## src/sv/float32_normalize_round_pack_assert.svh

```systemverilog
// Assertion macros used by the file that checks this block.
`ifndef FLOAT32_NORMALIZE_ROUND_PACK_ASSERT_SVH
`define FLOAT32_NORMALIZE_ROUND_PACK_ASSERT_SVH

// Same-cycle implication, disabled while reset is asserted.
`define FNRP_ASSERT_IMPLY(label, clk, rst_n, ante, cons) \
  label: assert property (@(posedge clk) disable iff (!(rst_n)) (ante) |-> (cons)) \
    else $error("assertion failed");

// Implication with the consequent checked a delay after the antecedent, disabled while reset is asserted.
`define FNRP_ASSERT_DELAY4(label, clk, rst_n, ante, cons) \
  label: assert property (@(posedge clk) disable iff (!(rst_n)) (ante) |-> ##4 (cons)) \
    else $error("assertion failed");

`endif

```

## src/sv/fnrp_pkg.sv

```systemverilog
package fnrp_pkg;

  localparam int unsigned ManW     = 32;
  localparam int unsigned NormW    = 29;
  localparam int unsigned ExpW     = 10;
  localparam logic [7:0]  ExpSpecial = 8'hff;

  typedef enum logic [1:0] {
    KindNormal  = 2'd0,
    KindZero    = 2'd1,
    KindSpecial = 2'd2
  } kind_e;

  // Decoded word: raw fields plus leading-zero count.
  typedef struct packed {
    kind_e             kind;
    logic              sign;
    logic [7:0]        exp;
    logic [ManW-1:0]   man;
    logic [4:0]        lz;
  } dec_t;

  // Normalized or rounded word: leading one at bit 28, signed exponent.
  typedef struct packed {
    kind_e             kind;
    logic              sign;
    logic signed [ExpW-1:0] exp;
    logic [NormW-1:0]  man;
  } norm_t;

endpackage

```

## src/sv/fnrp_decode.sv

```systemverilog
module fnrp_decode import fnrp_pkg::*; (
  input  logic        clk_i,
  input  logic        rst_ni,
  input  logic        valid_i,
  input  logic [63:0] word_i,
  output logic        valid_o,
  output dec_t        dec_o
);

  logic        valid_q;
  dec_t        dec_d, dec_q;
  logic [31:0] man;
  logic [4:0]  lz;

  assign man = word_i[63:32];

  // Priority encode from the top: the highest set bit wins.
  always_comb begin
    lz = 5'd0;
    for (int i = 0; i < 32; i++) begin
      if (man[i]) begin
        lz = 5'(31 - i);
      end
    end
  end

  always_comb begin
    dec_d.sign = word_i[10];
    dec_d.exp  = word_i[7:0];
    dec_d.man  = man;
    dec_d.lz   = lz;
    if (word_i[7:0] == ExpSpecial) begin
      dec_d.kind = KindSpecial;
    end else if (man == 32'd0) begin
      dec_d.kind = KindZero;
    end else begin
      dec_d.kind = KindNormal;
    end
  end

  always_ff @(posedge clk_i or negedge rst_ni) begin
    if (!rst_ni) begin
      valid_q <= 1'b0;
    end else begin
      valid_q <= valid_i;
    end
  end

  always_ff @(posedge clk_i) begin
    dec_q <= dec_d;
  end

  assign valid_o = valid_q;
  assign dec_o   = dec_q;

endmodule

```

## src/sv/fnrp_norm.sv

```systemverilog
module fnrp_norm import fnrp_pkg::*; (
  input  logic  clk_i,
  input  logic  rst_ni,
  input  logic  valid_i,
  input  dec_t  dec_i,
  output logic  valid_o,
  output norm_t norm_o
);

  logic        valid_q;
  norm_t       norm_d, norm_q;
  logic [4:0]  lsh;
  logic [31:0] shl;

  assign lsh = dec_i.lz - 5'd3;
  assign shl = dec_i.man << lsh;

  always_comb begin
    norm_d.kind = dec_i.kind;
    norm_d.sign = dec_i.sign;
    norm_d.exp  = $signed({2'b00, dec_i.exp}) + 10'sd3 - $signed({5'b00000, dec_i.lz});
    unique case (dec_i.lz)
      5'd0:    norm_d.man = dec_i.man[31:3] | {28'd0, |dec_i.man[2:0]};
      5'd1:    norm_d.man = dec_i.man[30:2] | {28'd0, |dec_i.man[1:0]};
      5'd2:    norm_d.man = dec_i.man[29:1] | {28'd0, dec_i.man[0]};
      default: norm_d.man = shl[28:0];
    endcase
    // Special words keep the raw mantissa for the fraction pass-through.
    if (dec_i.kind != KindNormal) begin
      norm_d.man = dec_i.man[28:0];
      norm_d.exp = $signed({2'b00, dec_i.exp});
    end
  end

  always_ff @(posedge clk_i or negedge rst_ni) begin
    if (!rst_ni) begin
      valid_q <= 1'b0;
    end else begin
      valid_q <= valid_i;
    end
  end

  always_ff @(posedge clk_i) begin
    norm_q <= norm_d;
  end

  assign valid_o = valid_q;
  assign norm_o  = norm_q;

endmodule

```

## src/sv/fnrp_round.sv

```systemverilog
module fnrp_round import fnrp_pkg::*; (
  input  logic  clk_i,
  input  logic  rst_ni,
  input  logic  valid_i,
  input  norm_t norm_i,
  output logic  valid_o,
  output norm_t rnd_o
);

  logic        valid_q;
  norm_t       rnd_d, rnd_q;
  logic [29:0] sum;

  assign sum = {1'b0, norm_i.man} + 30'd8;

  always_comb begin
    rnd_d = norm_i;
    // Round up on the guard bits except for an exact tie to an even lsb.
    if (norm_i.kind == KindNormal && norm_i.man[4:0] != 5'b01000) begin
      if (sum[29]) begin
        rnd_d.man = sum[29:1];
        rnd_d.exp = norm_i.exp + 10'sd1;
      end else begin
        rnd_d.man = sum[28:0];
      end
    end
  end

  always_ff @(posedge clk_i or negedge rst_ni) begin
    if (!rst_ni) begin
      valid_q <= 1'b0;
    end else begin
      valid_q <= valid_i;
    end
  end

  always_ff @(posedge clk_i) begin
    rnd_q <= rnd_d;
  end

  assign valid_o = valid_q;
  assign rnd_o   = rnd_q;

endmodule

```

## src/sv/fnrp_pack.sv

```systemverilog
module fnrp_pack import fnrp_pkg::*; (
  input  logic        clk_i,
  input  logic        rst_ni,
  input  logic        valid_i,
  input  norm_t       rnd_i,
  output logic        valid_o,
  output logic [31:0] packed_o
);

  logic        valid_q;
  logic [31:0] packed_d, packed_q;
  logic signed [ExpW-1:0] den_sh_full;
  logic [4:0]  den_sh;
  logic [28:0] den_man;

  assign den_sh_full = 10'sd4 - rnd_i.exp;
  assign den_sh      = den_sh_full[4:0];
  assign den_man     = {rnd_i.man[28:4], 4'b0000} >> den_sh;

  always_comb begin
    unique case (rnd_i.kind)
      KindSpecial: packed_d = {rnd_i.sign, ExpSpecial, rnd_i.man[26:4]};
      KindZero:    packed_d = {rnd_i.sign, 31'd0};
      KindNormal: begin
        if (rnd_i.exp >= 10'sd255) begin
          packed_d = {rnd_i.sign, ExpSpecial, 23'd0};
        end else if (rnd_i.exp < 10'sd1) begin
          // Flush deep underflow, otherwise shift into the denormal range.
          if (rnd_i.exp < -10'sd24) begin
            packed_d = {rnd_i.sign, 31'd0};
          end else begin
            packed_d = {rnd_i.sign, 2'b00, den_man};
          end
        end else begin
          packed_d = {rnd_i.sign, rnd_i.exp[7:0], rnd_i.man[26:4]};
        end
      end
      default:     packed_d = {rnd_i.sign, 31'd0};
    endcase
  end

  always_ff @(posedge clk_i or negedge rst_ni) begin
    if (!rst_ni) begin
      valid_q <= 1'b0;
    end else begin
      valid_q <= valid_i;
    end
  end

  always_ff @(posedge clk_i) begin
    packed_q <= packed_d;
  end

  assign valid_o  = valid_q;
  assign packed_o = packed_q;

endmodule

```

## src/sv/float32_normalize_round_pack.sv

```systemverilog
// done_o rises when an accepted word has passed the decode, normalize, round and pack registers.
// Throughput: one word per cycle through four register stages (decode and
// leading-zero count, normalize shift, round, pack); busy_o stays low.
// The receiver cannot stall; each packed word is shown for one cycle only.
// Reset (rst_ni low, asynchronous) clears all stage valid bits; data is not reset.
`include "float32_normalize_round_pack_assert.svh"

module float32_normalize_round_pack import fnrp_pkg::*; (
  input  logic        clk_i,
  input  logic        rst_ni,
  input  logic        start_i,
  input  logic [63:0] intermediate_word_i,
  output logic        busy_o,
  output logic        done_o,
  output logic [31:0] packed_float_o
);

  logic  dec_valid, norm_valid, rnd_valid, accept;
  dec_t  dec;
  norm_t norm, rnd;

  // Every stage advances each cycle, so a new word is always taken.
  assign busy_o = 1'b0;
  assign accept = start_i && !busy_o;

  fnrp_decode u_decode (
    .clk_i   (clk_i),
    .rst_ni  (rst_ni),
    .valid_i (accept),
    .word_i  (intermediate_word_i),
    .valid_o (dec_valid),
    .dec_o   (dec)
  );

  fnrp_norm u_norm (
    .clk_i   (clk_i),
    .rst_ni  (rst_ni),
    .valid_i (dec_valid),
    .dec_i   (dec),
    .valid_o (norm_valid),
    .norm_o  (norm)
  );

  fnrp_round u_round (
    .clk_i   (clk_i),
    .rst_ni  (rst_ni),
    .valid_i (norm_valid),
    .norm_i  (norm),
    .valid_o (rnd_valid),
    .rnd_o   (rnd)
  );

  fnrp_pack u_pack (
    .clk_i    (clk_i),
    .rst_ni   (rst_ni),
    .valid_i  (rnd_valid),
    .rnd_i    (rnd),
    .valid_o  (done_o),
    .packed_o (packed_float_o)
  );

  `FNRP_ASSERT_DELAY4(a_accept_gives_done, clk_i, rst_ni, accept, done_o)
  `FNRP_ASSERT_IMPLY(a_done_has_source, clk_i, rst_ni, done_o, $past(accept, 4))
  `FNRP_ASSERT_IMPLY(a_sign_kept, clk_i, rst_ni, done_o, packed_float_o[31] == $past(intermediate_word_i[10], 4))
  `FNRP_ASSERT_IMPLY(a_special_exp, clk_i, rst_ni, done_o && $past(intermediate_word_i[7:0], 4) == ExpSpecial, packed_float_o[30:23] == ExpSpecial)

endmodule
```

## config.mk

```make
export PLATFORM = sky130hd
export DESIGN_NAME = float32_normalize_round_pack
export DESIGN_NICKNAME = d
export VERILOG_FILES = /design/src/sv/fnrp_pkg.sv /design/src/sv/fnrp_decode.sv /design/src/sv/fnrp_norm.sv /design/src/sv/fnrp_round.sv /design/src/sv/fnrp_pack.sv /design/src/sv/float32_normalize_round_pack.sv
export VERILOG_INCLUDE_DIRS = /design/src /design/src/sv
export SDC_FILE = /design/constraint.sdc
export NUM_CORES = 1
export LEC_CHECK = 0
export BUFFER_PORTS_ARGS = -buffer_cell sky130_fd_sc_hd__buf_2
export CORE_ASPECT_RATIO = 1.1
export CORE_MARGIN = 1
export CORE_UTILIZATION = 60
export DETAILED_ROUTE_END_ITERATION = 12
export PLACE_DENSITY = 0.81
export SYNTH_ARGS = -nofsm -noshare
export SYNTH_HDL_FRONTEND = slang
export SYNTH_SLANG_ARGS = --single-unit
```

## constraint.sdc

```tcl
create_clock -name clk_i -period 3.8 [get_ports clk_i]
set_input_delay 0.76 -clock clk_i [delete_from_list [all_inputs] [get_ports clk_i]]
set_output_delay 0.76 -clock clk_i [all_outputs]
set_load 0.01 [all_outputs]
```

==> results.sh <==
export IMPL_hp_class="in2async"
export IMPL_setup_viol=0
export IMPL_yosysWarnings=0
export IMPL_power_w=0.00551
export IMPL_grt_pass1_wl_mm=41.0
export IMPL_status="finished clean"
export IMPL_synth_edf_count=0
export IMPL_cp_arrival_ns=3.59
export IMPL_grt_max_degree=41
export IMPL_final_cells=1338
export IMPL_drc=0
export IMPL_grt_pass1_vias=8101
export IMPL_antenna_cells=0
export IMPL_cts_buffer_depth=2
export IMPL_syn_to_final_growth_pct=11.9
export IMPL_rsz0062_at_grt="no"
export IMPL_yosysTopAreaCell="dfxtp_1"
export IMPL_die_area_sq_um=16100
export IMPL_coreArea_sq_um=15100
export IMPL_cts_resized=0
export IMPL_cts_sinks=164
export IMPL_cts_buffers=17
export IMPL_dp_hpwl_mm=19.4
export IMPL_postCtsSetupBuffers=0
export IMPL_die_height_um=133
export IMPL_whs_ns=0.118
export IMPL_avgSynthCellArea_sq_um=8.66
export IMPL_nNetsFinal=1218
export IMPL_worstPathRequired_ns=4.12
export IMPL_worstPathCellList="clkinv_1 > ha_1 > mux2_2 > a22oi_1 > nor2_1 > a21oi_1 > o22ai_1 > o32a_1"
export IMPL_synth_xor_area_frac=0.0244
export IMPL_nFillCells=1238
export IMPL_crit_fanout=10
export IMPL_muxShareOfSynthArea=0.136
export IMPL_synthAdderAreaFrac=0.0303
export IMPL_grt_ovfl_total=0
export IMPL_ys_flop_type="dfxtp_1"
export IMPL_clk_pin_slew_worst_paths_ns=0.06
export IMPL_routed_via_density=6.66
export IMPL_cts_tree="yes"
export IMPL_power_leakage_nw=4.22
export IMPL_hold_viol=0
export IMPL_hold_buffers=0
export IMPL_initial_core_util=0.617
export IMPL_tightest_slew_ns=1.11
export IMPL_multiInputGateArea_sq_um=5650
export IMPL_synth_top_area_frac=0.343
export IMPL_yosysUniqueCellTypes=81
export IMPL_cap_viol_max_count=0
export IMPL_regArea_sq_um=3300
export IMPL_grtUsageTotal=0.329
export IMPL_ys_top_cells_by_count="160 x dfxtp_1, 128 x nand2_1, 90 x nor2_1"
export IMPL_htreeDepth=4
export IMPL_wl_per_cell_um=19.6
export IMPL_relSlewSlack=0.252
export IMPL_yosysSeqAreaShare=0.354
export IMPL_synth_seq_cells=164
export IMPL_via_count=8912
export IMPL_crit_slowest_cell="ha_1"
export IMPL_synth_top_family_by_area="compound AO/OA/AOI/OAI gates"
export IMPL_cpPeakStageDelay_ns=0.72
export IMPL_finalCriticalPeriod_ns=3.28
export IMPL_cts_root_buf="clkbuf_16"
export IMPL_syn_area_sq_um=9330
export IMPL_port_buffers=76
export IMPL_drive_gt1_frac=0.181
export IMPL_clock_latency_ns=0.44
export IMPL_synth_most_common_cell="dfxtp_1"
export IMPL_fin_util=0.691
export IMPL_startpoint_type="flop"
export IMPL_slew_violations=0
export IMPL_drt_pre_antenna_iters=10
export IMPL_synth_nets=1166
export IMPL_place_congestion=1.02
export IMPL_dp_cells=1306
export IMPL_die_w_um=121
export IMPL_period_share=0.862
export IMPL_async_flop_share=0.0244
export IMPL_drt_total_wl_mm=26.3
export IMPL_fmax_mhz=305
export IMPL_netlist_top_cells_area="dfxtp_1 34%, mux4_2 5.8%, mux2i_1 5.2%, nand2_1 5.2%, a21oi_1 4.1%"
export IMPL_cellPowerDensity_nw_per_um2=528
export IMPL_irDropWorstVdd_mv=0.281
export IMPL_synth_simple_gate_area_frac=0.177
export IMPL_fin_setup_tns_ns=0
export IMPL_synthCells=1077
export IMPL_drt_initial_drc_count=892
export IMPL_ios=101
export IMPL_synth_compound_area_frac=0.232
export IMPL_critPathKind="reg2reg"
export IMPL_end_kind="flop"
export IMPL_clock_skew_final_ns=0.0113
export IMPL_rows=47
export IMPL_antenna_left=0
export IMPL_antenna_found_initial=0
placed cells by master, fill, tap and decap left out, types with 9 or more instances in the layout:
master and n:
dfxtp_1 160, nand2_1 128, nor2_1 89, a21oi_1 77, buf_2 76, o21ai_0 60, mux2i_1 48, nand3_1 29
buf_4 28, inv_1 26, nor3_1 25, a211oi_1 25, mux4_2 24, mux2_2 22, ha_1 21, a31oi_1 20
o211ai_1 20, a22oi_1 18, clkbuf_16 17, xnor2_1 15, nand4_1 14, nor4_1 11, o21a_1 11, a221oi_1 9
a222oi_1 9, o22a_1 9
critical path: cells and delay by family (launching register included):
family / cells / cell delay [ns]
compound gates: 4 / 1.33
mux: 1 / 0.39
flops: 1 / 0.34
fa+ha+maj: 1 / 0.72
buf+inv: 1 / 0.27
simple gates: 1 / 0.11
metrics by stage:
stage	setup slack [ns]	instance area, sq um
finish	0.525	10400
global placement	0.663	9890
floorplan	0.733	9330
CTS	0.619	10400
global route	0.451	10400
detailed placement	0.632	9890
state kept, by name (all words and copies together), names as in the netlist:
| signal | count |
|---|---|
| u_round.rnd_o | 38 |
| u_decode.dec_o | 48 |
| u_pack.packed_o | 32 |
| u_norm.valid_o | 1 |
| u_norm.norm_o | 42 |
| u_pack.valid_o | 1 |
| u_decode.valid_o | 1 |
| u_round.valid_o | 1 |
report_power, final:
group          internal [W]  switching (W)  total [W]
logic              0.000706        0.00104    0.00175
registers           0.00195       0.000206    0.00215
clock network      0.000906       0.000705    0.00161
total               0.00356        0.00195    0.00551
cell type report:
| cell class | count | share of cell area |
|---|---|---|
| clock buffers | 18 | 0.0411 |
| well taps | 196 | 0.0235 |
| flip-flops and latches | 164 | 0.316 |
| clock inverters | 14 | 0.0121 |
| inverters | 27 | 0.00971 |
| repair buffers | 104 | 0.0566 |
| multi-input cells | 815 | 0.541 |
routing by layer:
| metal | part of all wire | up-vias | wire length, um | GRT usage |
|---|---|---|---|---|
| met5 | 0 | - | 0 | 0 |
| met4 | 0.069 | 0 | 1820 | 0.234 |
| met3 | 0.068 | 126 | 1790 | 0.0552 |
| met2 | 0.50 | 540 | 13100 | 0.567 |
| met1 | 0.37 | 4097 | 9620 | 0.364 |
| li1 | - | 4149 | - | - |
logic make-up after synthesis:
group / after synthesis
adder cells (fa/ha/maj): 22
AO/OA/AOI/OAI: 322
multiplexers: 94
other: 1
XOR/XNOR: 26
AND/OR/NAND/NOR: 350
buffers and inverters: 98
flip-flops: 164
worst paths after layout:
check,depth (start not counted),slack [ns],to,startpoint
min in group clk_i,0,0.33,u_round.rnd_o[39],u_norm.norm_o[39]
min reg2reg,0,0.33,u_round.rnd_o[39],u_norm.norm_o[39]
max reg2reg,8,0.52,u_norm.norm_o[22],u_decode.dec_o[0]
max,8,0.52,u_norm.norm_o[22],u_decode.dec_o[0]
min,1,0.12,u_round.valid_o,rst_ni
max in group asynchronous,1,3.57,u_norm.valid_o,rst_ni
Power figures use the tool's default switching activity.
